--- src/rtl/core/blp_pkg.sv ---
// ----------------------------------------------------------------------------
// blp_pkg
// Shared types and constants for the Bresenham line plotter.
// ----------------------------------------------------------------------------
`default_nettype none

package blp_pkg;

	localparam int BLP_SCREEN_WIDTH  = 128;
	localparam int BLP_SCREEN_HEIGHT = 64;

	localparam logic [5:0] VOFF_RESET = 6'd7;

	// command codes (s_tuser)
	localparam logic [1:0] CMD_LINE  = 2'd0;
	localparam logic [1:0] CMD_PIXEL = 2'd1;
	localparam logic [1:0] CMD_READ  = 2'd2;
	localparam logic [1:0] CMD_CLEAR = 2'd3;

	// write modes: clear all planes, or set planes 0..mode-1
	localparam logic [1:0] MODE_CLEAR = 2'd0;
	localparam logic [1:0] MODE_ONE   = 2'd1;
	localparam logic [1:0] MODE_TWO   = 2'd2;
	localparam logic [1:0] MODE_ALL   = 2'd3;

	// coordinates after offset: -256..318
	typedef logic signed [9:0] coord_t;

	typedef struct packed {
		coord_t     x0;
		coord_t     y0;
		logic [8:0] adx;
		logic [8:0] ady;
		logic       x_neg;
		logic       y_neg;
		logic [1:0] mode;
	} line_cmd_t;

	typedef struct packed {
		logic       vld;
		logic [2:0] xlow;
		logic [1:0] mode;
	} pix_ctl_t;

endpackage

`default_nettype wire

--- src/rtl/core/blp_rmw.sv ---
// ----------------------------------------------------------------------------
// blp_rmw
// Pixel read-modify-write stage: merges the plane mask into the word read
// from the framebuffer, forwarding the previous write on an address match.
// ----------------------------------------------------------------------------
`default_nettype none

module blp_rmw #(
	parameter int ADDR_W = 10
) (
	input  wire logic               clk,
	input  wire logic               arst_n,
	input  wire blp_pkg::pix_ctl_t  pix_s1,
	input  wire logic [ADDR_W-1:0]  addr_s1,
	input  wire logic [23:0]        rdata,
	output logic                    we,
	output logic [ADDR_W-1:0]       waddr,
	output logic [23:0]             wdata,
	output logic                    busy
);

	import blp_pkg::*;

	pix_ctl_t          pix_s2;
	logic [ADDR_W-1:0] addr_s2;
	logic              last_vld_q;
	logic [ADDR_W-1:0] last_addr_q;
	logic [23:0]       last_data_q;
	logic [23:0]       base;
	logic [7:0]        m;

	always_ff @(posedge clk or negedge arst_n) begin
		if (!arst_n) begin
			pix_s2     <= '0;
			last_vld_q <= 1'b0;
		end else begin
			pix_s2     <= pix_s1;
			last_vld_q <= pix_s2.vld;
		end
	end

	always_ff @(posedge clk) begin
		addr_s2     <= addr_s1;
		last_addr_q <= addr_s2;
		last_data_q <= wdata;
	end

	always_comb begin
		// the write from the previous cycle is not yet visible in rdata
		base = (last_vld_q && last_addr_q == addr_s2) ? last_data_q : rdata;
		m    = 8'h80 >> pix_s2.xlow;
		case (pix_s2.mode)
			MODE_CLEAR: wdata = base & ~{m, m, m};
			MODE_ONE:   wdata = base | {8'h00, 8'h00, m};
			MODE_TWO:   wdata = base | {8'h00, m, m};
			MODE_ALL:   wdata = base | {m, m, m};
			default:    wdata = base;
		endcase
	end

	assign we    = pix_s2.vld;
	assign waddr = addr_s2;
	assign busy  = pix_s2.vld;

endmodule

`default_nettype wire

--- config.mk ---
export PLATFORM = sky130hd
export DESIGN_NAME = blp_rmw
export DESIGN_NICKNAME = d
export VERILOG_FILES = /design/src/rtl/core/blp_pkg.sv /design/src/rtl/core/blp_rmw.sv
export SDC_FILE = /design/constraint.sdc
export NUM_CORES = 1
export LEC_CHECK = 0
export BUFFER_PORTS_ARGS = -buffer_cell sky130_fd_sc_hd__buf_2
export CORE_MARGIN = 2
export CORE_UTILIZATION = 52
export DETAILED_ROUTE_END_ITERATION = 16
export GPL_TIMING_DRIVEN = 0
export PLACE_DENSITY = 0.84
export SYNTH_ARGS = -nofsm -noshare
export SYNTH_HDL_FRONTEND = slang
export SYNTH_SLANG_ARGS = --single-unit
export TNS_END_PERCENT = 100
--- constraint.sdc ---
create_clock -name clk -period 3 [get_ports clk]
set_input_delay 0.6 -clock clk [delete_from_list [all_inputs] [get_ports clk]]
set_output_delay 0.6 -clock clk [all_outputs]
set_load 0.01 [all_outputs]
# Yosys cells after proc, flatten, opt, wreduce, memory -nomap -nowiden
# Cells that the tools add are included.
op_classes:
  n_addsub: 0
  mul: 0
  div_mod_pow: 0
  n_lt_le_gt_ge: 0
  n_eq_ne: 4
  shift: 1
  muxes: 2
  bitwise_logic: 5
  n_reduce_logical: 2
op_table:
  columns: ["operator", "n"]
  rows:
  - ["24-bit case mux with 4 select lines", 1]
  - ["24-bit bitwise AND", 1]
  - ["24-bit two-way mux", 1]
  - ["24-bit inverter", 1]
  - ["24-bit by 16-bit OR with 24-bit output", 1]
  - ["24-bit OR", 1]
  - ["24-bit by 8-bit OR with 24-bit output", 1]
  - ["10-bit == test", 1]
  - ["8-bit by 3-bit right shift with 8-bit output, first input constant", 1]
  - ["2-bit == test, second input constant", 2]
  - ["2-bit by 1-bit == test with 1-bit output, second input constant", 1]
  - ["2-bit zero test", 1]
  - ["1-bit logical AND", 1]
totals:
  regBits: 51
  latch_bits: 0
  mem_bits_rw: 0
  romBits: 0
  in_bits: 42
  output_inout_bits: 36
  wordCells: 21
  mem_count: 0

# Logic depth before layout (Yosys ltp)
logic_depth:
  ltp_word: 5
  ltp_mapped: 7
  depth_no_buf: 5

# Worst setup path after synthesis
# OpenSTA, ideal clock, no wires.
synth_path:
  path_kind: "reg-to-output"
  startpoint: "reg addr_s2[4] (netlist: waddr[4])"
  endpoint: "out wdata[20]"
  t_arrival_ps: 1590
  required_time_ps: 2400
  path_slack_ps: 810
  path_stages_with_launch: 7
  path_buffers: 1
  path_cell_list: "dfxtp_1 xnor2_1 and4_1 clkbuf_1 nand4_1 a21oi_1 a2bb2oi_1"
synth_via:
  elab_chain_len: 5
  word_cells_on_any_way: 8
  cone_classes: "eq/ne (1); mux (2); bitwise (4); reduce/logical (1)"
synth_lines:
  columns: ["item", "line_no", "source"]
  rows:
  - ["start, declared", "blp_rmw.sv:25", "logic [ADDR_W-1:0] addr_s2;"]
  - ["start signal, assigned", "blp_rmw.sv:43", "addr_s2 <= addr_s1;"]
  - ["10-bit == test (*)", "blp_rmw.sv:50", "base = (last_vld_q && last_addr_q == addr_s2) ? last_data_q : rdata;"]
  - ["1-bit logical AND (*)", "blp_rmw.sv:50", null]
  - ["24-bit two-way mux (*)", "blp_rmw.sv:50", null]
  - ["24-bit OR, or another cell as far along", "blp_rmw.sv:56", "MODE_ALL: wdata = base | {m, m, m};"]
  - ["24-bit case mux with 4 select lines (*)", "blp_rmw.sv:52", "case (pix_s2.mode)"]
  - ["end, declared", "blp_rmw.sv:18", "output logic [23:0] wdata,"]
# Mark *: on every way between the ends. The rest lies on a longest branch, timed or not.

# Final worst setup path
layout_path:
  startpoint: "reg addr_s2[4] (netlist: waddr[4])"
  endpoint: "out wdata[21]"
# Same word-level chain as after synthesis.

==> reports/metrics.yaml <==
status: "complete, no violations"
ant_nets: 0
via_count: 1684
power_density_nw_per_um2: 531.7
relSlewSlack: 0.6589
hold_path_class: "in2async"
finClkSkew_ns: 0.009505
grt_pass1_vias: 1643
cap_violations: 0
async_flop_share: 0.1373
synthTopCellsByCount: "44 x dfxtp_1, 16 x mux2i_1, 13 x a21oi_1, 9 x clkbuf_1"
yosysMostFrequentCell: "dfxtp_1"
grt_max_degree: 16
multi_input_area_um2: 894.6
synthesis.nets: 230
cts_buffer_depth: 2
synth_cells: 188
cellLeakagePower_uw: 0.001084
routedWlPerCell_um: 13.55
diodes: 0
holdBufCountCts: 0
ir_worst_vdd_uv: 377.5
netlist_area_um2: 2036
antenna_found_initial: 0
syn_area_per_cell_um2: 10.83
hold_viol_final: 0
synth_flop_cell: "dfxtp_1"
pwr-share-comb: 0.140
cts.clk_slew.worst_paths_ns: 0.09
overflow: 0
synth_warnings: 0
tightest_slew_ns: 0.5105
drive_above_1_share: 0.3626
portBuffers: 77
timing.critical_path.to_type: "primary output"
coreArea_um2: 3716
vias_per_cell: 5.246
rsz0062_at_grt: "no"
hpwl_um: 3299
die_h_um: 66.57
worstPathArrival_ns: 2.24
max_freq_mhz: 351.8
fill_cells: 316
hold_slack_ns: 0.1223
first_pass_iters: 4
wl_met1_um: 1838
routed.top_layer: "met4"
boundaryPins: 78
root_buffer: "clkbuf_8"
numCtsBuffers: 5
drc: 0
synthToLayoutAreaGrowth_pct: 27.41
seq_area_um2: 1056
place_congestion: 0.8553
worstReg2RegEnd: "last_data_q[2]"
required_ns: 2.40
htreeDepth: 2
slew_viol_final: 0
ys_ff_latch: 51
die_w_um: 66.57
ys_types: 37
core.rowCount: 22
cts_sinks: 51
synth_edf_count: 0
grt.total_usage: 0.2037
pwr-share-clk: 0.324
fin_crit_sh: 0.9476
clk_latency_ns: 0.29
seq_power_share: 0.536
post-cts-setup-buffer-count: 0
final.setup.tns_ns: 0
cts_tree: "built"
netSwitchingFraction: 0.2428
critical_path_peak_fanout: 7
synth-seq-area-share: 0.5187
drt_iter0_markers: 97
grt_pass1_wl_um: 6913
met3WireLength_um: 225
period_needed_ns: 2.843
synth_top_area_share: 0.4327
yosys-top-cells-area: "dfxtp_1 43%, dfrtp_1 8.6%, mux2i_1 7.9%"
route.met2.wl_um: 2246
die_area_um2: 4432
drt-total-wl_um: 4349
criticalPathCategory: "reg2out"
reg2regPathDepth: 7
yosysTopAreaCell: "dfxtp_1"
start_kind: "flip-flop"
switchingPower_uw: 334.8
p_int_uw: 1044
crit-reg2reg-launch: "waddr[2]"
setup_viol_count_final: 0
cts_resized: 0
r2r_slack_ns: 1.12
fin_nets: 314
initial_utilization: 0.5478
==> per-layer routing <==
metal / global-route usage / vias up
li1: - / 849
met1: 0.2371 / 781
met2: 0.3700 / 48
met3: 0.05405 / 6
met4: 0.04847 / 0
met5: 0 / -
==> area by class of cell <==
class | count | share of cell area
Sequential cell | 51 | 0.4071
Multi-Input combinational cell | 122 | 0.3449
Tap cell | 48 | 0.02315
Buffer | 13 | 0.02991
Inverter | 2 | 0.002894
Timing Repair Buffer | 77 | 0.1486
Clock inverter | 1 | 0.001930
Clock buffer | 7 | 0.04149
==> registers in the layout, summed over array words and instances (netlist names) <==
name	flops
busy	1
last_data_q	24
last_addr_q	10
pix_s2	5
waddr	10
last_vld_q	1
==> kinds of logic (layout without fill, tap and decap cells) <==
kind of cell	count (synthesis)	in the layout	synth area share
AND/OR/NAND/NOR	52	52	0.1696
flip-flops	51	51	0.5187
AO/OA/AOI/OAI	44	44	0.1371
multiplexers	16	16	0.07867
buffers and inverters	15	100	0.04179
XOR/XNOR	10	10	0.05409
==> critical path, stage by stage (launching register included) <==
cell,delay [ns]
dfxtp_1,0.34
xnor2_1,0.31
and4_1,0.23
clkbuf_1,0.29
nand4_1,0.20
a21oi_1,0.20
a2bb2oi_1,0.21
buf_2,0.17
==> power groups by stage <==
stage	logic, uW	clock network, uW	registers [uW]
after floorplan	111	0	756
after global placement	188	0	754
after detailed placement	192	0	756
after CTS	194	455	740
after global routing	211	486	744
final	192	447	739
==> worst max-delay path by stage <==
| stage | from | endpoint | slack (ns) | depth (start not counted) |
|---|---|---|---|---|
| 5_1_grt | waddr[4] | wdata[22] | 0.03 | 7 |
| 3_5_place_dp | waddr[4] | wdata[13] | 0.54 | 8 |
| 3_3_place_gp | waddr[4] | wdata[19] | 0.62 | 7 |
| 6_report | waddr[4] | wdata[21] | 0.16 | 7 |
| 2_1_floorplan | waddr[4] | wdata[20] | 0.81 | 6 |
| 4_1_cts | waddr[4] | wdata[21] | 0.15 | 7 |
==> through the flow <==
step,instances,instance area (um^2),worst slack [ns],total power [uW],utilization
after floorplan,188,2036,0.8102,867.6,-
after global placement,313,2481,0.6183,941.7,0.6677
after detailed placement,313,2481,0.5370,947.9,0.6677
after CTS,321,2594,0.1546,1389,0.6980
after global routing,321,2594,0.03373,1441,0.6980
final,321,2594,0.1573,1379,0.6980
==> layout by cell type (no fill, tap or decap), drive strengths merged, types with 2 or more instances in the layout <==
master	instances
nand4	10
inv	2
nand2	6
mux2i	16
o22ai	6
nor3b	2
dfrtp	7
and2	8
buf	81
nor2	6
nor3	7
xnor2	10
clkbuf	16
nand3b	3
a21oi	13
and4	2
o31ai	7
a2bb2oi	6
nand3	2
or2	3
o21ai	9
dfxtp	44
No activity file was read; power rests on OpenSTA's default activity.
