File: src/rtl/core/blp_pkg.sv
// ----------------------------------------------------------------------------
// blp_pkg
// Shared types and constants for the Bresenham line plotter.
// ----------------------------------------------------------------------------
`default_nettype none

package blp_pkg;

	localparam int BLP_SCREEN_WIDTH  = 128;
	localparam int BLP_SCREEN_HEIGHT = 64;

	localparam logic [5:0] VOFF_RESET = 6'd7;

	// command codes (s_tuser)
	localparam logic [1:0] CMD_LINE  = 2'd0;
	localparam logic [1:0] CMD_PIXEL = 2'd1;
	localparam logic [1:0] CMD_READ  = 2'd2;
	localparam logic [1:0] CMD_CLEAR = 2'd3;

	// write modes: clear all planes, or set planes 0..mode-1
	localparam logic [1:0] MODE_CLEAR = 2'd0;
	localparam logic [1:0] MODE_ONE   = 2'd1;
	localparam logic [1:0] MODE_TWO   = 2'd2;
	localparam logic [1:0] MODE_ALL   = 2'd3;

	// coordinates after offset: -256..318
	typedef logic signed [9:0] coord_t;

	typedef struct packed {
		coord_t     x0;
		coord_t     y0;
		logic [8:0] adx;
		logic [8:0] ady;
		logic       x_neg;
		logic       y_neg;
		logic [1:0] mode;
	} line_cmd_t;

	typedef struct packed {
		logic       vld;
		logic [2:0] xlow;
		logic [1:0] mode;
	} pix_ctl_t;

endpackage

`default_nettype wire

File: src/rtl/core/blp_stepper.sv
// ----------------------------------------------------------------------------
// blp_stepper
// Bresenham walker: one pixel position per cycle, with screen clipping and
// framebuffer address generation.
// ----------------------------------------------------------------------------
`default_nettype none

module blp_stepper #(
	parameter int SCREEN_WIDTH  = blp_pkg::BLP_SCREEN_WIDTH,
	parameter int SCREEN_HEIGHT = blp_pkg::BLP_SCREEN_HEIGHT,
	parameter int ADDR_W        = 10
) (
	input  wire logic                clk,
	input  wire logic                arst_n,
	input  wire logic                start,
	input  wire blp_pkg::line_cmd_t  cmd,
	output blp_pkg::pix_ctl_t        pix_s1,
	output logic [ADDR_W-1:0]        addr_s1,
	output logic                     busy,
	output logic [9:0]               count
);

	import blp_pkg::*;

	localparam int ROW_BYTES = (SCREEN_WIDTH + 7) / 8;

	coord_t     x_q, y_q;
	logic [8:0] major_q, minor_q, remain_q;
	logic [9:0] acc_q, acc_sum, acc_next;
	logic       x_major_q, x_neg_q, y_neg_q, active_q, over;
	logic [1:0] mode_q;
	logic [9:0] count_q;
	logic       onscr;
	coord_t     x_step, y_step, x_next, y_next;
	logic [8:0] st_major, st_minor;

	assign st_major = (cmd.adx > cmd.ady) ? cmd.adx : cmd.ady;
	assign st_minor = (cmd.adx > cmd.ady) ? cmd.ady : cmd.adx;

	always_comb begin
		onscr = !x_q[9] && !y_q[9]
			&& (32'(x_q[8:0]) < SCREEN_WIDTH) && (32'(y_q[8:0]) < SCREEN_HEIGHT);
		acc_sum  = acc_q + {1'b0, minor_q};
		over     = acc_sum > {1'b0, major_q};
		acc_next = over ? (acc_sum - {1'b0, major_q}) : acc_sum;
		x_step   = x_neg_q ? -10'sd1 : 10'sd1;
		y_step   = y_neg_q ? -10'sd1 : 10'sd1;
		x_next   = x_q;
		y_next   = y_q;
		if (x_major_q) begin
			x_next = x_q + x_step;
			if (over) y_next = y_q + y_step;
		end else begin
			y_next = y_q + y_step;
			if (over) x_next = x_q + x_step;
		end
	end

	always_ff @(posedge clk or negedge arst_n) begin
		if (!arst_n) begin
			active_q  <= 1'b0;
			pix_s1    <= '0;
			count_q   <= '0;
			x_q       <= '0;
			y_q       <= '0;
			major_q   <= '0;
			minor_q   <= '0;
			remain_q  <= '0;
			acc_q     <= '0;
			x_major_q <= 1'b0;
			x_neg_q   <= 1'b0;
			y_neg_q   <= 1'b0;
			mode_q    <= MODE_CLEAR;
		end else begin
			pix_s1.vld  <= active_q && onscr;
			pix_s1.xlow <= x_q[2:0];
			pix_s1.mode <= mode_q;
			if (start) begin
				x_q       <= cmd.x0;
				y_q       <= cmd.y0;
				major_q   <= st_major;
				minor_q   <= st_minor;
				acc_q     <= {2'b0, st_major[8:1]};
				remain_q  <= (st_major == 9'd0) ? 9'd1 : st_major;
				x_major_q <= cmd.adx > cmd.ady;
				x_neg_q   <= cmd.x_neg;
				y_neg_q   <= cmd.y_neg;
				mode_q    <= cmd.mode;
				active_q  <= 1'b1;
				count_q   <= '0;
			end else if (active_q) begin
				if (onscr) count_q <= count_q + 10'd1;
				remain_q <= remain_q - 9'd1;
				if (remain_q == 9'd1) active_q <= 1'b0;
				x_q   <= x_next;
				y_q   <= y_next;
				acc_q <= acc_next;
			end
		end
	end

	// byte address of the current position (only meaningful on screen)
	always_ff @(posedge clk) begin
		addr_s1 <= ADDR_W'(32'(y_q[8:0]) * ROW_BYTES + 32'(x_q[8:3]));
	end

	assign busy  = active_q || pix_s1.vld;
	assign count = count_q;

endmodule

`default_nettype wire

File: config.mk
export PLATFORM = sky130hd
export DESIGN_NAME = blp_stepper
export DESIGN_NICKNAME = d
export VERILOG_FILES = /design/src/rtl/core/blp_pkg.sv /design/src/rtl/core/blp_stepper.sv
export SDC_FILE = /design/constraint.sdc
export NUM_CORES = 1
export LEC_CHECK = 0
export ABC_AREA = 1
export ABC_CLOCK_PERIOD_IN_PS = 3150
export BUFFER_PORTS_ARGS = -buffer_cell sky130_fd_sc_hd__buf_2
export CAP_MARGIN = 20
export CORE_MARGIN = 1
export CORE_UTILIZATION = 54
export DETAILED_ROUTE_END_ITERATION = 8
export PLACE_DENSITY = 0.76
export SLEW_MARGIN = 25
export SYNTH_ARGS = -nofsm -noshare
export SYNTH_HDL_FRONTEND = slang
export SYNTH_SLANG_ARGS = --single-unit
File: constraint.sdc
create_clock -name clk -period 3.15 [get_ports clk]
set_input_delay 0.4725 -clock clk [delete_from_list [all_inputs] [get_ports clk]]
set_output_delay 0.4725 -clock clk [all_outputs]
set_load 0.03 [all_outputs]
[Word level (Yosys, flattened, before mapping)]
Index checks and enable logic that the tools add are counted.
Storage, ports and cells
  word-level logic and storage cells: 67
  bits in registers: 89
  output and inout bits: 27
Operators by class
  magnitude comparators: 4
  reduce and logical (&&, ||, !) cells: 14
  muxes and demuxes: 24
  equality and inequality tests: 2
  $add $sub $neg: 7
Operators by type and width (number)
  two-way mux 10 bit: 16
  two-way mux 9 bit: 5
  adder 10 bit: 2
  adder 10 x 1 -> 10 bit (second input constant): 1
  adder 10 x 6 -> 10 bit: 1
  adder 10 x 9 -> 10 bit: 1
  greater-than comparator 10 x 9 -> 1 bit: 1
  subtractor 10 x 9 -> 10 bit: 1
  == test 9 x 1 -> 1 bit (second input constant): 1
  greater-than comparator 9 bit: 1
  zero test 9 bit: 1
  less-than comparator 9 x 8 -> 1 bit (second input constant): 1
  less-than comparator 9 bit (second input constant): 1
  subtractor 9 x 1 -> 9 bit (second input constant): 1
  AND reduction 2 bit: 3
  logical AND 1 bit: 4
  nonzero test 2 bit: 2
  two-way mux 1 bit: 3
  != test 3 x 2 -> 1 bit (second input constant): 1
  nonzero test 3 bit: 1
  zero test 1 bit: 2
  logical OR 1 bit: 1

[Longest topological paths before layout]
  word-level depth: 7
  mapped depth: 22
  mapped depth without buffers: 21

[Worst setup path before layout]
No wires, ideal clock.
  kind: register to register
  start point: reg minor_q[0]
  end point: reg acc_q[1]
  buffers on the path: 1
  stages on the path, launching flop included: 22
  path slack: 0.160 ns
  data arrival time: 2.873 ns
  period minus slack after synthesis: 2.990 ns
  data required time: 3.033 ns
  cells stage by stage: dfrtp_1 > ha_1 > fa_1 > nand3_1 > nand2_1 > a21oi_1 > o21bai_1 > xor2_1 > inv_1 > ha_1 > inv_2 > nor3_2 > a21oi_2 > o21ai_2 > nand2_1 > nand2_1 > nand2_2 > buf_6 > nand2_4 > nand2_1 > nand3_1 > nand2_1
Between the ends
  cells in the longest elaborated chain, start to end: 5
Ends and longest elaborated chain
  start: declaration: line blp_stepper.sv:28  | logic [8:0] major_q, minor_q, remain_q;
  start signal: assignment: line blp_stepper.sv:82  | minor_q <= st_minor;
  adder 10 x 9 -> 10 bit *: line blp_stepper.sv:43  | acc_sum = acc_q + {1'b0, minor_q};
  subtractor 10 x 9 -> 10 bit / greater-than comparator 10 x 9 -> 1 bit (equally long branches): line blp_stepper.sv:45, blp_stepper.sv:44
  two-way mux 10 bit *: line blp_stepper.sv:45  | acc_next = over ? (acc_sum - {1'b0, major_q}) : acc_sum;
  two-way mux 10 bit *: line blp_stepper.sv:91  | end else if (active_q) begin
  two-way mux 10 bit *: line blp_stepper.sv:78  | if (start) begin
  end signal: assignment: line blp_stepper.sv:83  | acc_q <= {2'b0, st_major[8:1]};
  end signal: assignment: line blp_stepper.sv:97  | acc_q <= acc_next;
  end: declaration: line blp_stepper.sv:29  | logic [9:0] acc_q, acc_sum, acc_next;
Mark *: on every way between the ends. The rest lies on a longest branch, timed or not. The select of a mux whose other input is x is not followed.
A chain may end at the register's enable or synchronous reset.

[Final worst setup path]
  start point: reg minor_q[0]
  end point: reg x_q[1]
Between the ends
  cells in the longest elaborated chain, start to end: 4
Ends and longest elaborated chain
  adder 10 x 9 -> 10 bit: line blp_stepper.sv:43
  greater-than comparator 10 x 9 -> 1 bit: line blp_stepper.sv:44  | over = acc_sum > {1'b0, major_q};
  nonzero test 3 bit (no source line)
  AND reduction 2 bit (no source line)
  end signal: assignment: line blp_stepper.sv:79  | x_q <= cmd.x0;
  end signal: assignment: line blp_stepper.sv:95  | x_q <= x_next;
  end: declaration: line blp_stepper.sv:27  | coord_t x_q, y_q;
Every way passes these cells.

==> reports/metrics.cfg <==
[outcome]
status=complete, no violations

[layout]
syn2layout_area_growth_pct=18.4
nets=1032
mostFrequentLayoutCells=nand2_1 (230), inv_1 (93), dfrtp_1 (79)
diodes=0
stdcell_area_mm2=0.00746
drive_above_1_share_pct=20.5
layout.cells.non_filler=1079
layout_commonest_cell=nand2_1
nFillCells=995

[timing]
rsz0062_at_grt=true
skew_ns=0.00713
finalSetupViolCount=0
clock.fmax_mhz=322
timing_hold_violations_final=0
finalCriticalPeriod_ns=3.11
period_share_pct=98.7
report.final.slew_viol_count=0
tightest_slew_ns=1.15
slew_headroom_pct=22.6
whs_ns=0.157

[global_routing]
grt_usage_pct=26.1
grt_start_max_net_pins=80
grt_pass1_wl_um=24100
grt_pass1_vias=5351
antenna_found_initial=0
gr-total-overflow=0

[detailed_routing]
final_antenna_net_count=0
dr.pass1.iters=5
viasPerCell=5.34
vias=5764
drc=0
drt_iter0_markers=355
drt-total-wl_um=15000
wire_per_inst_um=13.9

[clocking]
cts_buffers=9
clkSinkCount=89
cts_tree=done
cts.htree.levels=3
worstSkewPairLatency_ns=0.35
hold_buffers=0
clkTransAtPathRegs_ns=0.06
cts_root_buf=clkbuf_16
clock_path_buffers=2

[die]
core-area_mm2=0.0114
rows=39
start_util_pct=55.4
die_w_um=110
ios=72
die_area_mm2=0.0121
die_y_um=110

[run]
maxCapViolCount=0

[placed_design]
port_buffers=71
place.gp.congestion=0.913
placed_cell_area_mm2=0.00688
post-dp-hpwl_um=10600
dp.cells=1053

[logic_synthesis]
synth_seq_area_share_pct=34.6
synth_nets=940
synth_area_mm2=0.00630
synthTopCellsByArea=dfrtp_1 (31%), nand2_1 (14%), ha_1 (10%)
ys_warn_count=0
synth.distinct_cells=49
synth_edf_count=0
synth_async_sr_flop_share_pct=88.8
netlist_instances=839
syn_area_per_cell_um2=7.51
ys_ff_latch=89
synth_ff_type=dfrtp_1
yosys.area.top_type_share_pct=31.4
yosys.area.top_type=dfrtp_1

[min_path]
hp-class=input port to async pin

[setup_path]
rrSetupSlack_ns=0.04
startpoint=minor_q[0]$_DFFE_PN0P_
cp.arrival_ns=3.34
crit_slowest_cell=dfrtp_1
crit_fanout=4
endpoint_kind=flip-flop
path_cells=ha_2, fa_2, nand3_2, nand2_2, a21oi_2, o21bai_1, xor2_1, inv_1, ha_4, inv_4, nor3_4, nand4_1, nand2_4, nand3_4, buf_4, nand3_1, nand2_1
rr_startpoint=minor_q[0]$_DFFE_PN0P_
critPathKind=flip-flop to flip-flop
critPathRequiredTime_ns=3.39
cp-start-kind=flip-flop
cpPeakStageDelay_ns=0.38

[power_and_ir_drop]
power_w=0.00829
p_leak_nw=3.97
peakVddDrop_mv=0.747
p_per_area_mw_per_mm2=1110

-- cell families after synthesis --
kind of cell	Yosys count	synth area share (%)
and+or+nand+nor	399	28.7
AOI/OAI and AO/OA	140	12.4
buffers and inverters	124	8.30
DFF	89	34.6
adders and majority gates	56	11.7
xor gates and xnor gates	31	4.31
-- flip-flops by register name, summed over array words and instances (netlist names), 2 cells and up --
register and cells:
minor_q 9, y_q 10, x_q 10, mode_q 2, addr_s1 10, acc_q 10, pix_s1 6, count 10
major_q 9, remain_q 9
-- critical path, delay by kind of cell (launching register included) --
family	cells	cell delay, ns
adder cells (fa/ha/maj)	3	0.86
flip-flops	1	0.38
AND/OR/NAND/NOR	8	0.96
buffers and inverters	3	0.35
AO/OA/AOI/OAI	2	0.20
XOR/XNOR	1	0.24
-- metrics by stage --
step	util [%]	worst slack [ns]	TNS, ns
floorplan	-	0.160	0
global placement	60.5	0.0443	0
detailed placement	60.5	-0.0508	-0.754
CTS	63.6	-0.00824	-0.0122
global route	65.6	-0.128	-2.90
finish	65.6	0.0420	0
-- cell usage after synthesis (6+ instances only) --
cell / instances
nor2_1: 39
nand3_2: 11
o21bai_1: 6
ha_1: 51
nand2_1: 240
a21oi_1: 53
xor2_1: 24
inv_1: 94
dfxtp_1: 10
nand2_2: 7
nand3_1: 66
dfrtp_1: 79
xnor2_1: 7
clkbuf_1: 8
buf_2: 7
nor3_1: 10
o21ai_0: 55
-- layer usage --
metal,part of all wire [%],track usage [%],vias up,wire length (um)
li1,-,-,2926,-
met1,45,34.1,2640,6790
met2,47,43.6,160,7080
met3,4.0,3.06,38,602
met4,3.3,11.8,0,491
met5,0,0,-,0
-- final cells by class --
type | instances | area [um2] | area share, %
Multi-Input combinational cell | 627 | 3820 | 51.2
Sequential cell | 89 | 2180 | 29.2
Timing Repair Buffer | 104 | 629 | 8.44
Inverter | 100 | 378 | 5.07
Clock buffer | 12 | 246 | 3.30
Tap cell | 143 | 179 | 2.40
Clock inverter | 4 | 27.5 | 0.369
-- repair_timing --
item,CTS,global route
pin swaps,1,9
endpoints found under the setup margin,29,30
gates resized for setup,6,36
cloned,0,1
setup buffers,5,4
-- final timing paths --
path	endpoint	depth (start not counted)
max	x_q[1]$_DFFE_PN0P_	17
min	pix_s1[4]$_DFF_PN0_	1
max reg2reg	x_q[1]$_DFFE_PN0P_	17
min reg2reg	pix_s1[1]$_DFF_PN0_	0
max in group asynchronous	major_q[3]$_DFFE_PN0P_	1
min in group clk	mode_q[1]$_DFFE_PN0P_	3
-- power by group --
part | internal, W | switching (W) | leakage (nW)
combinational | 0.00230 | 0.00315 | 2.78
clock | 0.000559 | 0.000472 | 0.137
sequential | 0.00152 | 0.000297 | 1.05
total | 0.00437 | 0.00392 | 3.97
Power figures use the tool's default switching activity.
